## config.mk

```make
export PLATFORM = sky130hd
export DESIGN_NAME = i2c_masked_register_file_slave_top
export DESIGN_NICKNAME = d
export VERILOG_FILES = /design/src/design/imrf_pkg.sv /design/src/design/imrf_ram.sv /design/src/design/i2c_masked_register_file_slave_top.sv
export SDC_FILE = /design/constraint.sdc
export NUM_CORES = 2
export LEC_CHECK = 0
export ABC_AREA = 1
export CAP_MARGIN = 10
export CORE_ASPECT_RATIO = 2
export CORE_MARGIN = 2
export CORE_UTILIZATION = 45
export CTS_CLUSTER_DIAMETER = 50
export DETAILED_ROUTE_END_ITERATION = 7
export DONT_BUFFER_PORTS = 1
export SETUP_SLACK_MARGIN = 0.4
export SLEW_MARGIN = 20
export SYNTH_ARGS = -nofsm -noshare
export SYNTH_HDL_FRONTEND = slang
export SYNTH_SLANG_ARGS = --single-unit
```

## constraint.sdc

```tcl
create_clock -name clk -period 24.8 [get_ports clk]
set_input_delay 2.48 -clock clk [delete_from_list [all_inputs] [get_ports clk]]
set_output_delay 2.48 -clock clk [all_outputs]
set_load 0.01 [all_outputs]
```

## src/design/imrf_pkg.sv

```systemverilog
// Package for the masked I2C register file target.
// Holds command codes, FSM state type, sizing constants and the write-mask table.
// No dependencies.
package imrf_pkg;

  localparam int REG_W     = 8;
  localparam int REG_DEPTH = 256;
  localparam int PTR_W     = $clog2(REG_DEPTH);

  typedef enum logic [2:0] {
    CMD_START_WRITE = 3'd0,
    CMD_START_READ  = 3'd1,
    CMD_FINISH      = 3'd2,
    CMD_NACK        = 3'd3,
    CMD_WRITE_BYTE  = 3'd4,
    CMD_READ_BYTE   = 3'd5
  } cmd_t;

  typedef enum logic {
    ST_IDLE,
    ST_EXEC
  } state_t;

  localparam logic STATUS_OK      = 1'b0;
  localparam logic STATUS_BAD_CMD = 1'b1;

  // Writable bits per register address.
  function automatic logic [REG_W-1:0] wr_mask(input logic [PTR_W-1:0] addr);
    logic [REG_W-1:0] m;
    m = '0;
    case (addr) inside
      8'h11, 8'h32, 8'ha3, 8'ha4, 8'ha7, 8'hb4, 8'hb5, 8'hb8: m = 8'hff;
      8'h33:                                                  m = 8'h81;
      default:                                                m = '0;
    endcase
    return m;
  endfunction

endpackage

```

## src/design/imrf_ram.sv

```systemverilog
// Generic single-port-write, single-port-read RAM with registered read data.
// No dependencies.
module imrf_ram #(
  parameter int WIDTH = 8,
  parameter int DEPTH = 256
) (
  input  logic                     clk,
  input  logic                     we,
  input  logic [$clog2(DEPTH)-1:0] waddr,
  input  logic [WIDTH-1:0]         wdata,
  input  logic                     re,
  input  logic [$clog2(DEPTH)-1:0] raddr,
  output logic [WIDTH-1:0]         rdata
);

  logic [WIDTH-1:0] mem [DEPTH];
  logic [WIDTH-1:0] rdata_r;

  always_ff @(posedge clk) begin
    if (we) begin
      mem[waddr] <= wdata;
    end
    if (re) begin
      rdata_r <= mem[raddr];
    end
  end

  assign rdata = rdata_r;

endmodule

```

## src/design/i2c_masked_register_file_slave_top.sv

```systemverilog
// Byte-level I2C target: 256-byte register space behind an auto-increment pointer.
// Flow: an accepted request enters the execute state, and its result strobe (out_valid)
//   is registered from there. busy is high for that one execute cycle, so a new request
//   waits out the read-modify-write through the single register RAM.
// Reset (rst_n low, synchronous): pointer 0, pointer capture armed, all registers
//   read as zero at once via per-entry valid bits. Results cannot be stalled.
// Depends on imrf_pkg and imrf_ram.
module i2c_masked_register_file_slave_top #(
  parameter int REG_W     = imrf_pkg::REG_W,
  parameter int REG_DEPTH = imrf_pkg::REG_DEPTH
) (
  input  logic       clk,
  input  logic       rst_n,
  input  logic       start,
  output logic       busy,
  input  logic [2:0] in_cmd,
  input  logic [7:0] in_data_byte,
  output logic       out_valid,
  output logic [7:0] out_read_data,
  output logic       out_status
);
  import imrf_pkg::*;

  localparam int AW = $clog2(REG_DEPTH);

  // Control state
  state_t         state_r, state_nxt;
  logic [AW-1:0]  ptr_r, ptr_nxt;
  logic           await_r, await_nxt;
  logic           out_valid_r, out_valid_nxt;
  logic [REG_DEPTH-1:0] valid_r;   // entry written since reset

  // Request payload, captured at accept
  cmd_t           cmd_r;
  logic [7:0]     data_r;
  logic           rd_valid_r;      // valid bit of the entry being read

  // Result payload
  logic [7:0]     out_read_data_r, out_read_data_nxt;
  logic           out_status_r, out_status_nxt;

  // RAM side
  logic              accept;
  logic              ram_we;
  logic [REG_W-1:0]  ram_wdata;
  logic [REG_W-1:0]  ram_rdata;
  logic [REG_W-1:0]  old_byte;
  logic [REG_W-1:0]  mask;

  assign accept = start && (state_r == ST_IDLE);
  assign busy   = (state_r != ST_IDLE);

  // Read at the current pointer on accept; data lands for the execute cycle.
  // The write-back in execute always completes before the next accept reads.
  imrf_ram #(
    .WIDTH (REG_W),
    .DEPTH (REG_DEPTH)
  ) u_regs (
    .clk   (clk),
    .we    (ram_we),
    .waddr (ptr_r),
    .wdata (ram_wdata),
    .re    (accept),
    .raddr (ptr_r),
    .rdata (ram_rdata)
  );

  // Never-written entries read as the reset value of zero.
  assign old_byte  = rd_valid_r ? ram_rdata : '0;
  assign mask      = wr_mask(ptr_r);
  assign ram_wdata = (old_byte & ~mask) | (data_r & mask);

  always_comb begin
    state_nxt         = state_r;
    ptr_nxt           = ptr_r;
    await_nxt         = await_r;
    out_valid_nxt     = 1'b0;
    out_read_data_nxt = '0;
    out_status_nxt    = STATUS_OK;
    ram_we            = 1'b0;
    case (state_r)
      ST_IDLE: begin
        if (start) begin
          state_nxt = ST_EXEC;
        end
      end
      ST_EXEC: begin
        state_nxt     = ST_IDLE;
        out_valid_nxt = 1'b1;
        case (cmd_r)
          CMD_START_WRITE: begin
            await_nxt = 1'b1;
          end
          CMD_START_READ, CMD_FINISH, CMD_NACK: begin
          end
          CMD_WRITE_BYTE: begin
            if (await_r) begin
              // first data byte after start-of-write is the pointer
              ptr_nxt   = data_r;
              await_nxt = 1'b0;
            end else begin
              // skip the RAM for read-only addresses; the result is unchanged
              ram_we  = (mask != '0);
              ptr_nxt = ptr_r + AW'(1);
            end
          end
          CMD_READ_BYTE: begin
            out_read_data_nxt = old_byte;
            ptr_nxt           = ptr_r + AW'(1);
          end
          default: begin
            out_status_nxt = STATUS_BAD_CMD;
          end
        endcase
      end
      default: begin
        state_nxt = ST_IDLE;
      end
    endcase
  end

  always_ff @(posedge clk) begin
    if (!rst_n) begin
      state_r     <= ST_IDLE;
      ptr_r       <= '0;
      await_r     <= 1'b1;
      out_valid_r <= 1'b0;
      valid_r     <= '0;
    end else begin
      state_r     <= state_nxt;
      ptr_r       <= ptr_nxt;
      await_r     <= await_nxt;
      out_valid_r <= out_valid_nxt;
      if (ram_we) begin
        valid_r[ptr_r] <= 1'b1;
      end
    end
  end

  always_ff @(posedge clk) begin
    if (accept) begin
      cmd_r      <= cmd_t'(in_cmd);
      data_r     <= in_data_byte;
      rd_valid_r <= valid_r[ptr_r];
    end
    out_read_data_r <= out_read_data_nxt;
    out_status_r    <= out_status_nxt;
  end

  assign out_valid     = out_valid_r;
  assign out_read_data = out_read_data_r;
  assign out_status    = out_status_r;

  // Every result strobe follows exactly one execute cycle.
  a_strobe_after_exec: assert property (@(posedge clk) disable iff (!rst_n)
    out_valid |-> $past(state_r == ST_EXEC))
    else $error("result strobe without execute cycle");

  // An accepted request holds off the next one for its execute cycle.
  a_busy_after_accept: assert property (@(posedge clk) disable iff (!rst_n)
    (start && !busy) |=> busy)
    else $error("busy not raised after accept");

  // RAM writes only from execute and only to writable addresses.
  a_write_in_exec: assert property (@(posedge clk) disable iff (!rst_n)
    ram_we |-> (state_r == ST_EXEC) && (mask != '0) && !await_r)
    else $error("illegal register write");

  // Non-read results carry zero data.
  a_zero_data: assert property (@(posedge clk) disable iff (!rst_n)
    (out_valid && $past(cmd_r != CMD_READ_BYTE)) |-> (out_read_data == '0))
    else $error("read data on non-read result");

endmodule
```

==> impl_metrics.ini <==
[outcome]
outcome = finished clean

[synthesis]
syn_area_mm2 = 0.0977
synth_flop_cell = edfxtp_1
yosysSeqAreaShare_pct = 69.2
syn_inst = 9897
synth-edff-count = 2068
async_flop_share_pct = 0
ys_types = 27
synth.avg_cell_area_um2 = 9.87
yosysWarnings = 0
ys_ff_latch = 2344

[critical_path]
critPathTopFamily = buffers and inverters
crit_path_max_fanout = 186
worstSetupStartpointType = register
crit_arrival_ps = 6140
path_buf_inv = 5
critPathMaxStageDelay_ps = 800
crit_chain = buf_12 -> ha_1 -> inv_1 -> nor2_1 -> nand2_1 -> o21ai_0 -> nor2_1 -> nand2_1 -> nand2_1 -> o21ai_4 -> buf_4 -> buf_4 -> buf_4
end_kind = register
required_ps = 25300
r2r_slack_ps = 19150
crit_type = register to register
cpMaxStageDelayCell = buf_4

[floorplanning]
initial_utilization_pct = 45.3
die_w_um = 333
core_area_mm2 = 0.216
fp.dieArea_mm2 = 0.221
die_h_um = 663
num_rows = 241
pin_count = 25

[power_and_ir_drop]
power.share.clock_pct = 38.0
power_density_mw_per_mm2 = 72.3
swShare_pct = 22.0
irDropWorstVdd_v = 0.0000691
p_comb_share_pct = 5.6
total_power_mw = 8.20
leakage_nw = 52.8
p_switching_mw = 1.80
internal_power_mw = 6.39
p_seq_share_pct = 56.4

[clock_network]
cts_setup_buffers = 0
cts_buffer_depth = 4
htreeDepth = 4
clock_latency_ps = 870
clock_sinks = 2344
cts_buffers = 209
cts_tree = built
clk_pin_slew_ps = 60
cts_root_buffer = clkbuf_16
holdBufCountCts = 0
cts_resized = 0

[global_route]
antenna_found_initial = 8
grt_util_all_layers_pct = 19.5
overflow = 0
grt_pass1_vias = 65579
grt_max_degree = 257
grt_pass1_wl_um = 339000

[detailed_routing]
maxUsedRoutingLayer = met5
wl_met2_um = 114000
drc = 0
drt-pass1-iter-count = 7
routed_wl_um = 215000
wire_per_inst_um = 14.9
first_iter_violations = 4054
ant_nets = 0
vias_per_cell = 4.55
wirelength_met1_um = 85000
via_count = 65912
dr_wl_met3_um = 7340

[final_layout]
area_growth_pct = 16.1
nFillCells = 19713
fin_nets = 11565
drive_gt1_share_pct = 3.35

[run]
maxCapViolations = 0

[sta]
fin_skew_ps = 61.5
worstMarginPinSlew_ps = 1250
max_slew_margin_pct = 16.7
fin_crit_sh_pct = 22.8
finalSetupViolCount = 0
rsz0062_at_grt = no
slew_violations = 0
period_minus_slack_ps = 5650
fin_setup_tns_ps = 0
hold_viol = 0
timing.hold.ws_ps = 421
fmax_ghz = 0.177

[min_path]
hold_class = register to register

[placed_design]
portBuffers = 0
dp_hpwl_um = 115000
gp_congestion = 0.815
[Yosys cell counts (6+ instances only)]
master,n,share of area (%)
inv_1,1153,4.4
nand2_1,4044,16
nor2_1,746,2.9
o21ai_1,286,1.5
buf_4,13,0.10
clkbuf_1,263,1.0
o21ai_0,361,1.8
edfxtp_1,2068,64
dfxtp_1,276,5.7
nand3_1,408,2.1
buf_2,168,0.86
nor3_1,6,0.031
a21oi_1,32,0.16
buf_1,47,0.18
[routing by layer]
layer	GRT usage (%)	vias to the layer above
li1	-	32911
met1	21.5	31548
met2	37.3	1024
met3	2.14	423
met4	8.39	6
met5	0	-
[cell usage in the layout (no fill, tap or decap), types with 58 or more instances in the layout]
master	instances
dfxtp_1	274
clkbuf_16	212
nand3_1	408
o21ai_1	286
edfxtp_1	2068
buf_4	58
nand2_1	4044
inv_1	1149
o21ai_0	354
nor2_1	742
conb_1	1856
[metrics by stage]
step / instances / instance area (um^2) / util, % / setup slack (ps)
detailed placement: 14128 / 107000 / 49.6 / 19080
CTS: 14498 / 113000 / 52.6 / 19050
global route: 14501 / 113000 / 52.6 / 18620
global placement: 14128 / 107000 / 49.6 / 19200
floorplan: 11752 / 105000 / - / 10410
finish: 14501 / 113000 / 52.6 / 19150
[path summary, 6_finish.rpt]
kind	startpoint	end	cells after the start
worst max-delay path	ptr_r[0]	u_regs.mem[81][4]	13
worst min register to register	valid_r[202]	valid_r[202]	2
worst max register to register	ptr_r[0]	u_regs.mem[81][4]	13
worst min-delay path	valid_r[202]	valid_r[202]	2
[layout make-up]
class / instances / area, um^2 / share of cell area (%)
multi-input combinational: 7756 / 30700 / 27.1
inverter: 1159 / 4370 / 3.85
timing repair buffer: 77 / 810 / 0.714
sequential: 2344 / 67600 / 59.6
clock buffer: 271 / 5620 / 4.95
antenna: 1 / 2.50 / 0.00221
tap: 2794 / 3500 / 3.08
clock inverter: 99 / 781 / 0.689
[power groups by stage]
stage,combinational [mW],sequential [mW],clock (mW)
final,0.460,4.62,3.12
after global placement,0.451,4.69,0
after CTS,0.461,4.62,3.22
after global routing,0.541,4.64,3.34
after detailed placement,0.459,4.70,0
after floorplan,0.335,4.73,0
[worst min-delay path, stage by stage, from the launching register on]
cell and delay (ps):
dfxtp_1 300, nand2_1 50, inv_1 30
[kinds of logic (layout without fill, tap and decap cells)]
family                     after synthesis  after routing  synth area share (%)
adders and majority gates                4              4                0.0512
buffers and inverters                 1652           1606                  6.63
AOI/OAI and AO/OA                      688            688                  3.55
DFF                                   2344           2344                  69.2
and+or+nand+nor                       5208           5208                  20.6
other                                    1           1857               0.00384
[flip-flops by register name, summed over array words and instances (netlist names)]
name and flops:
rd_valid_r 1, out_status 1, data_r 8, busy 1, u_regs.rdata 8, await_r 1, valid_r 256, cmd_r 3
out_valid 1, out_read_data 8, ptr_r 8, u_regs.mem 2048
Note: power is estimated with default switching activity, not from simulation.
